## src/hw/rtl/svmc_pkg.sv

```systemverilog
// ----------------------------------------------------------------------------
// svmc_pkg
// Shared types, constants and helpers of the swept-sphere voxel motion checker.
// ----------------------------------------------------------------------------
`default_nettype none

package svmc_pkg;

   // Map geometry
   localparam int MAX_MAP_X  = 64;
   localparam int MAX_MAP_Y  = 64;
   localparam int MAX_MAP_Z  = 16;
   localparam int MAX_RADIUS = 8;
   localparam int X_BITS     = 6;
   localparam int Y_BITS     = 6;
   localparam int Z_BITS     = 4;
   localparam int ADDR_BITS  = X_BITS + Y_BITS + Z_BITS;
   localparam int MAP_DEPTH  = MAX_MAP_X * MAX_MAP_Y * MAX_MAP_Z;

   // Request codes
   localparam logic [2:0] REQ_LOAD = 3'd0;
   localparam logic [2:0] REQ_POSE = 3'd1;
   localparam logic [2:0] REQ_FWD  = 3'd2;
   localparam logic [2:0] REQ_ROT  = 3'd3;
   localparam logic [2:0] REQ_ELEV = 3'd4;

   // Result status codes
   localparam logic [1:0] ST_DONE    = 2'd0;
   localparam logic [1:0] ST_REFUSED = 2'd1;
   localparam logic [1:0] ST_HIT     = 2'd2;
   localparam logic [1:0] ST_LIMIT   = 2'd3;

   // Register indexes
   localparam logic [2:0] CSR_RADIUS = 3'd0;
   localparam logic [2:0] CSR_ROTLIM = 3'd1;
   localparam logic [2:0] CSR_ADVLIM = 3'd2;
   localparam logic [2:0] CSR_ELVLIM = 3'd3;
   localparam logic [2:0] CSR_SIZE_X = 3'd4;
   localparam logic [2:0] CSR_SIZE_Y = 3'd5;
   localparam logic [2:0] CSR_SIZE_Z = 3'd6;

   typedef enum logic [2:0] {
      M_IDLE,
      M_EXEC,
      M_SAMPLE,
      M_WAIT,
      M_FINISH
   } main_state_type;

   typedef enum logic [1:0] {
      SC_IDLE,
      SC_RUN,
      SC_DRAIN
   } scan_state_type;

   // Outcome of one sphere scan, valid for one cycle when done is high.
   typedef struct packed {
      logic done;
      logic fail;
   } scan_res_type;

   // Rounded cosine of the heading.
   function automatic logic signed [1:0] step_x(input logic [8:0] h);
      logic signed [1:0] s;
      if (h <= 9'd60 || h >= 9'd300) begin
         s = 2'sd1;
      end else if (h >= 9'd120 && h <= 9'd240) begin
         s = -2'sd1;
      end else begin
         s = 2'sd0;
      end
      return s;
   endfunction

   // Rounded sine of the heading.
   function automatic logic signed [1:0] step_y(input logic [8:0] h);
      logic signed [1:0] s;
      if (h >= 9'd30 && h <= 9'd150) begin
         s = 2'sd1;
      end else if (h >= 9'd210 && h <= 9'd330) begin
         s = -2'sd1;
      end else begin
         s = 2'sd0;
      end
      return s;
   endfunction

endpackage

`default_nettype wire

```

## src/hw/rtl/svmc_sphere_scan.sv

```systemverilog
// ----------------------------------------------------------------------------
// svmc_sphere_scan
// Walks the cube around one sample and checks every voxel inside the sphere.
// ----------------------------------------------------------------------------
`default_nettype none

module svmc_sphere_scan (
   input  wire logic                           clock,
   input  wire logic                           reset,
   input  wire logic                           start,
   input  wire logic signed [15:0]             cx,
   input  wire logic signed [15:0]             cy,
   input  wire logic signed [15:0]             cz,
   input  wire logic [3:0]                     rad,
   input  wire logic [6:0]                     sx,
   input  wire logic [6:0]                     sy,
   input  wire logic [6:0]                     sz,
   output logic                                rd_en,
   output logic [svmc_pkg::ADDR_BITS-1:0]      rd_addr,
   input  wire logic                           rd_data,
   output svmc_pkg::scan_res_type              res
);

   svmc_pkg::scan_state_type state_ff, state_in;

   logic signed [15:0] cx_ff, cx_in, cy_ff, cy_in, cz_ff, cz_in;
   logic signed [4:0]  dx_ff, dx_in, dy_ff, dy_in, dz_ff, dz_in;
   logic               pend_ff, pend_in;

   logic signed [4:0]  rs;
   logic [7:0]         r2;
   logic signed [9:0]  qx, qy, qz;
   logic [10:0]        d2;
   logic signed [17:0] px, py, pz;
   logic               insph, inb, last, fail_now;

   // Cell geometry and bounds.
   always_comb begin
      rs    = $signed({1'b0, rad});
      r2    = 8'(rad * rad);
      qx    = dx_ff * dx_ff;
      qy    = dy_ff * dy_ff;
      qz    = dz_ff * dz_ff;
      d2    = 11'(qx) + 11'(qy) + 11'(qz);
      insph = d2 < {3'b000, r2};
      px    = {{2{cx_ff[15]}}, cx_ff} + {{13{dx_ff[4]}}, dx_ff};
      py    = {{2{cy_ff[15]}}, cy_ff} + {{13{dy_ff[4]}}, dy_ff};
      pz    = {{2{cz_ff[15]}}, cz_ff} + {{13{dz_ff[4]}}, dz_ff};
      inb   = !px[17] && !py[17] && !pz[17]
              && (px < {11'b0, sx}) && (py < {11'b0, sy}) && (pz < {11'b0, sz});
      last  = (dx_ff == rs) && (dy_ff == rs) && (dz_ff == rs);
      fail_now = (insph && !inb) || (pend_ff && !rd_data);
   end

   // Next state.
   always_comb begin
      state_in = state_ff;
      case (state_ff)
         svmc_pkg::SC_IDLE: begin
            if (start) begin
               state_in = svmc_pkg::SC_RUN;
            end
         end
         svmc_pkg::SC_RUN: begin
            if (fail_now) begin
               state_in = svmc_pkg::SC_IDLE;
            end else if (last) begin
               state_in = svmc_pkg::SC_DRAIN;
            end
         end
         svmc_pkg::SC_DRAIN: begin
            state_in = svmc_pkg::SC_IDLE;
         end
         default: begin
            state_in = svmc_pkg::SC_IDLE;
         end
      endcase
   end

   // Outputs.
   always_comb begin
      rd_en    = 1'b0;
      res.done = 1'b0;
      res.fail = 1'b0;
      case (state_ff)
         svmc_pkg::SC_RUN: begin
            rd_en    = insph && inb;
            res.done = fail_now;
            res.fail = fail_now;
         end
         svmc_pkg::SC_DRAIN: begin
            res.done = 1'b1;
            res.fail = pend_ff && !rd_data;
         end
         default: begin
            rd_en = 1'b0;
         end
      endcase
      rd_addr = {pz[svmc_pkg::Z_BITS-1:0], py[svmc_pkg::Y_BITS-1:0],
                 px[svmc_pkg::X_BITS-1:0]};
   end

   // Cell counter and center capture.
   always_comb begin
      cx_in   = cx_ff;
      cy_in   = cy_ff;
      cz_in   = cz_ff;
      dx_in   = dx_ff;
      dy_in   = dy_ff;
      dz_in   = dz_ff;
      pend_in = (state_ff == svmc_pkg::SC_RUN) && insph && inb;
      if (state_ff == svmc_pkg::SC_IDLE && start) begin
         cx_in = cx;
         cy_in = cy;
         cz_in = cz;
         dx_in = -rs;
         dy_in = -rs;
         dz_in = -rs;
      end else if (state_ff == svmc_pkg::SC_RUN) begin
         if (dx_ff != rs) begin
            dx_in = dx_ff + 5'sd1;
         end else begin
            dx_in = -rs;
            if (dy_ff != rs) begin
               dy_in = dy_ff + 5'sd1;
            end else begin
               dy_in = -rs;
               dz_in = dz_ff + 5'sd1;
            end
         end
      end
   end

   always_ff @(posedge clock) begin
      if (reset) begin
         state_ff <= svmc_pkg::SC_IDLE;
         pend_ff  <= 1'b0;
      end else begin
         state_ff <= state_in;
         pend_ff  <= pend_in;
      end
      cx_ff <= cx_in;
      cy_ff <= cy_in;
      cz_ff <= cz_in;
      dx_ff <= dx_in;
      dy_ff <= dy_in;
      dz_ff <= dz_in;
   end

endmodule

`default_nettype wire

```

## config.mk

```make
export PLATFORM = sky130hd
export DESIGN_NAME = svmc_sphere_scan
export DESIGN_NICKNAME = d
export VERILOG_FILES = /design/src/hw/rtl/svmc_pkg.sv /design/src/hw/rtl/svmc_sphere_scan.sv
export SDC_FILE = /design/constraint.sdc
export NUM_CORES = 1
export LEC_CHECK = 0
export BUFFER_PORTS_ARGS = -buffer_cell sky130_fd_sc_hd__buf_4
export CORE_MARGIN = 10
export CORE_UTILIZATION = 40
export DETAILED_ROUTE_END_ITERATION = 10
export PLACE_DENSITY = 0.65
export SYNTH_ARGS = -nofsm -noshare
export SYNTH_HDL_FRONTEND = slang
export SYNTH_SLANG_ARGS = --single-unit
export TNS_END_PERCENT = 50
```

## constraint.sdc

```tcl
create_clock -name clock -period 13 [get_ports clock]
set_input_delay 1.3 -clock clock [delete_from_list [all_inputs] [get_ports clock]]
set_output_delay 1.3 -clock clock [all_outputs]
set_load 0.01 [all_outputs]
```

==> results of run 1 <==
## final cells by class
type,instances,area [sq um],area share [%]
Clock inverter,6,81.3,0.806
Clock buffer,10,229,2.27
Inverter,146,548,5.43
Sequential cell,66,1950,19.3
Multi-Input combinational cell,690,6210,61.5
Timing Repair Buffer,97,728,7.21
Tap cell,280,350,3.47
## how the worst max path moves through the flow
stage | cells past startpoint | endpoint | slack [ns]
final | 22 | res[1] | 4.24
after global routing | 22 | res[0] | 3.79
after CTS | 22 | res[1] | 4.15
after detailed placement | 22 | res[1] | 4.54
after global placement | 22 | res[1] | 4.64
after floorplan | 21 | res[1] | 5.13
## per-stage QoR
step | utilization (%) | setup WS [ns]
3_3_place_gp | 45.1 | 4.64
3_5_place_dp | 45.1 | 4.54
2_1_floorplan | - | 5.13
5_1_grt | 46.6 | 3.79
6_report | 46.6 | 4.24
4_1_cts | 46.6 | 4.15
## state kept, by name (all words and copies together), names as in the netlist
register	flops
dy_ff	5
cz_ff	16
state_ff	2
pend_ff	1
dx_ff	5
dz_ff	5
cy_ff	16
cx_ff	16
## cells in the mapped netlist, types with 8 or more instances
cell type | instances | area [sq um]
o21ai_0 | 34 | 170
nand2b_1 | 12 | 75.1
and3_1 | 8 | 50.1
ha_1 | 131 | 1640
xor2_1 | 30 | 263
xnor2_1 | 42 | 368
nor4_1 | 8 | 50.1
nand2_1 | 62 | 233
clkbuf_1 | 16 | 60.1
a21o_1 | 23 | 173
a211oi_1 | 9 | 67.6
edfxtp_1 | 63 | 1890
o21ai_1 | 8 | 40.0
inv_1 | 146 | 548
nor3_1 | 22 | 110
and2_1 | 19 | 119
fa_1 | 73 | 1460
nand3_1 | 12 | 60.1
nor2b_1 | 10 | 62.6
nor2_1 | 41 | 154
o21a_1 | 11 | 82.6
o211ai_1 | 8 | 60.1
a21oi_1 | 38 | 190
## critical path: stages (launching register included)
cell	delay, ns
edfxtp_1	0.90
nand2_1	0.41
fa_1	0.61
inv_1	0.05
fa_1	0.49
fa_1	0.52
fa_1	0.52
fa_1	0.54
inv_1	0.05
fa_1	0.52
inv_1	0.04
ha_1	0.33
and3_1	0.21
a21oi_1	0.19
nor2b_1	0.18
xnor2_1	0.14
ha_1	0.24
o21ai_0	0.08
o2111ai_1	0.30
a31oi_1	0.39
nor2_1	0.10
o21ai_0	0.17
buf_4	0.15
## cells by family (layout without fill, tap and decap cells)
family	after synthesis	in the layout	share of synthesized area [%]
simple gates	219	219	12.4
fa+ha+maj	204	204	35.3
compound gates	185	185	14.6
buf+inv	166	259	7.15
xor+xnor	72	72	7.18
flops	66	66	22.2
mux	10	10	1.18
## layer usage
layer  wire length (um)  global-route usage [%]
met1               9580                    19.7
met4                180                    3.18
met3               1230                    3.33
met2               9350                    23.2
met5                  7                       0
==> flow_summary_export.csv, run 1 <==
group,metric,value,unit
die,io_pins,96,
routing,drt-total-wl,20300,um
setup_path,critPathKind,"reg -> out",
min_path,hp-class,"reg -> reg",
clocking,clkTransAtPathRegs,0.06,ns
layout,final_common_cell,"inv_1",
placement,dp.cells,1279,
placement,place_area,0.00979,sq mm
timing,whs,0.528,ns
synthesis,async_flop_share,0,%
grt,grt_usage,14.6,%
grt,grt_start_max_net_pins,49,
placement,dpl.hpwl,17100,um
layout,fin_area,0.0101,sq mm
die,fp.dieH,168,um
die,die_w,168,um
layout,final_cells,1295,
synthesis,yosysWarnings,0,
clocking,root_buffer,"clkbuf_16",
synthesis,synth.distinct_cells,66,
timing,grt_setup_unrepaired,"no",
synthesis,synth_ff_type,"edfxtp_1",
routing,post-route-drc-count,0,
setup_path,arrival,7.46,ns
layout,fillers,2050,
grt,grt-ovfl-total,0,
setup_path,r2r_start,"dy_ff[4]$_DFFE_PP_",
clocking,clkSinkCount,66,
clocking,postCtsResizedCells,0,
layout,mostFrequentLayoutCells,"inv_1, ha_1, buf_4",
min_path,hold_path_startpoint,"state_ff[0]$_SDFFE_PP0P_",
timing,setup_viol,0,
timing,period_share,67.4,%
layout,drive_gt1_share,12.8,%
clocking,numCtsBuffers,9,
layout,syn_to_final_growth,14.9,%
synthesis,syn_area_per_cell,9.53,sq um
clocking,cts-htree-levels,3,
routing,avgViaCountPerCell,5.25,
setup_path,critPathLaunch,"dy_ff[4]$_DFFE_PP_",
setup_path,worst-path-max-fanout,22,
synthesis,synth_nets,1203,
clocking,hold_buffers,0,
synthesis,synth-seq-cells,66,
layout,antenna_cells,0,
die,start_util,40.5,%
timing,setup-tns-final,0,ns
min_path,hold_depth,2,
routing,final_antenna_net_count,0,
timing,relSlewSlack,41.7,%
timing,fin_skew,0.00339,ns
clocking,clock_latency,0.33,ns
run_status,status,"completed",
clocking,post-cts-setup-buffer-count,0,
placement,gp_congestion,0.868,
routing,drt_iter0_markers,372,
setup_path,r2r-end,"state_ff[0]$_SDFFE_PP0P_",
layout,nNetsFinal,1291,
grt,grt_pass1_vias,6873,
routing,vias,6796,
min_path,min_to,"state_ff[0]$_SDFFE_PP0P_",
die,rows,54,
synthesis,syn_area,0.00879,sq mm
timing,worst_pin_slew,0.874,ns
setup_path,rr_worst_depth,21,
timing,layout_min_cycle_time,8.76,ns
synthesis,ys_seq_area_share,22.2,%
job,cap_violations,0,
synthesis,synth_cells,922,
placement,numPortBuffers,95,
timing,fmax,114,MHz
timing,finalHoldViolations,0,
die,dieArea,0.0283,sq mm
routing,wl_per_cell,15.7,um
routing,dr.pass1.iters,5,
grt,antenna_found_initial,1,
setup_path,r2r_slack,5.85,ns
clocking,cts_buffer_depth,2,
die,coreArea,0.0217,sq mm
clocking,cts_tree,"built",
setup_path,end_kind,"primary output",
setup_path,worst_setup_path_start_kind,"register",
synthesis,synth_edf_count,63,
timing,drv_slew,0,
setup_path,required,11.70,ns
grt,grt_pass1_wl,34100,um
Power of run 1 is not shown: default switching activity piles up to over one toggle a cycle in this logic, so the estimate is an artifact.
==> run 2: changes to the inputs <==
Settings changed: PLACE_DENSITY 0.65 to 0.67.
Clock period 13 ns to 7.5 ns, I/O delays scaled along.
==> run 2 against run 1 <==
Worst setup slack got worse by 3.9 ns. Largest cell class unchanged. Register-to-register slack got worse by 4.6 ns. Critical path depth rose by 4. Critical path type unchanged.
==> flow_summary_export.csv, run 2 (same netlist as run 1, synthesis figures left out) <==
group,metric,value,unit
routing,final_antenna_net_count,0,
clocking,root_buffer,"clkbuf_16",
die,start_util,40.5,%
layout,fin_area,0.0105,sq mm
grt,grt-ovfl-total,0,
clocking,clkTransAtPathRegs,0.06,ns
clocking,hold_buffers,0,
clocking,cts-htree-levels,3,
setup_path,required,6.75,ns
routing,drt_iter0_markers,400,
routing,post-route-drc-count,0,
die,die_w,168,um
timing,drv_slew,0,
clocking,clock_latency,0.34,ns
clocking,numCtsBuffers,9,
routing,drt-total-wl,22000,um
placement,gp_congestion,0.920,
grt,grt_start_max_net_pins,49,
layout,drive_gt1_share,17.7,%
timing,relSlewSlack,50.1,%
die,rows,54,
setup_path,end_kind,"primary output",
routing,wl_per_cell,16.6,um
timing,layout_setup_ws,0.289,ns
placement,place_area,0.00991,sq mm
die,dieArea,0.0283,sq mm
grt,grt_usage,15.4,%
routing,avgViaCountPerCell,5.33,
clocking,cts_tree,"built",
timing,period_share,96.2,%
timing,fmax,139,MHz
setup_path,r2r_slack,1.20,ns
die,io_pins,96,
layout,largestRegisters,"cx_ff: 16 flops, cy_ff: 16 flops, cz_ff: 16 flops",
grt,grt_pass1_vias,6995,
die,fp.dieH,168,um
layout,syn_to_final_growth,19.0,%
placement,dpl.hpwl,18200,um
job,cap_violations,0,
grt,grt_pass1_wl,35700,um
routing,vias,7047,
placement,numPortBuffers,95,
timing,finalHoldViolations,0,
setup_path,critPathKind,"reg -> out",
layout,mostFrequentLayoutCells,"inv_1, ha_1, buf_4",
clocking,cts_buffer_depth,2,
timing,setup_viol,0,
placement,dp_slack,0.293,ns
layout,antenna_cells,0,
setup_path,arrival,6.46,ns
setup_path,worst-path-max-fanout,15,
timing,worst_pin_slew,0.729,ns
die,coreArea,0.0217,sq mm
setup_path,rr_worst_depth,27,
min_path,hold_depth,2,
layout,nNetsFinal,1318,
grt,antenna_found_initial,0,
min_path,hp-class,"reg -> reg",
timing,fin_skew,0.00756,ns
setup_path,worst_setup_path_start_kind,"register",
placement,dp.cells,1296,
run_status,status,"completed",
layout,final_cells,1321,
routing,dr.pass1.iters,5,
clocking,clkSinkCount,66,
layout,final_common_cell,"inv_1",
timing,layout_min_cycle_time,7.21,ns
-- run 2: worst paths after layout --
path	startpoint	end
hold reg to reg	state_ff[0]$_SDFFE_PP0P_	state_ff[0]$_SDFFE_PP0P_
setup / recovery	dz_ff[4]$_DFFE_PP_	rd_en
setup reg to reg	dz_ff[4]$_DFFE_PP_	state_ff[0]$_SDFFE_PP0P_
hold / removal	state_ff[0]$_SDFFE_PP0P_	state_ff[0]$_SDFFE_PP0P_
-- run 2: area by class of cell --
cell class / count / area, sq um
timing repair buffer: 124 / 958
tap: 280 / 350
inverter: 146 / 548
fill: 2010 / 11200
clock buffer: 9 / 225
clock inverter: 6 / 33.8
multi-input combinational: 690 / 6380
sequential: 66 / 1950
-- run 2: stage by stage --
stage	setup TNS, ns	utilization, %	hold WS (ns)
after floorplan	0	-	0.491
after global placement	0	45.7	0.520
after detailed placement	0	45.7	0.531
after CTS	0	47.0	0.538
after global routing	-0.0570	48.2	0.558
final	0	48.2	0.536
-- run 2: critical path, stage by stage, from the launching register on --
cell,delay (ns)
edfxtp_1,0.55
buf_6,0.16
buf_12,0.13
ha_1,0.15
inv_1,0.05
fa_1,0.48
inv_1,0.05
fa_1,0.47
inv_1,0.05
fa_1,0.52
inv_1,0.05
fa_1,0.54
inv_1,0.06
fa_1,0.41
inv_1,0.07
fa_1,0.45
ha_4,0.32
and3_4,0.19
a21oi_2,0.06
nor2b_2,0.17
xnor2_1,0.12
ha_1,0.28
o21ai_2,0.07
o2111ai_2,0.15
buf_4,0.19
nor3_4,0.19
buf_4,0.16
-- run 2: layer usage --
layer / global-route usage (%) / part of all wire [%] / vias up
met5: 0 / 0 / -
met4: 3.60 / 1.3 / 0
met3: 3.35 / 6.3 / 23
met2: 24.0 / 46 / 209
met1: 21.2 / 46 / 3402
li1: - / - / 3413
-- run 2: repair_timing --
action	4_1_cts	5_1_grt
gates resized for setup	3	39
buffers inserted	1	9
endpoints found under the setup margin	2	3
pin swaps	0	14
Power of run 2 is left out for the same reason.
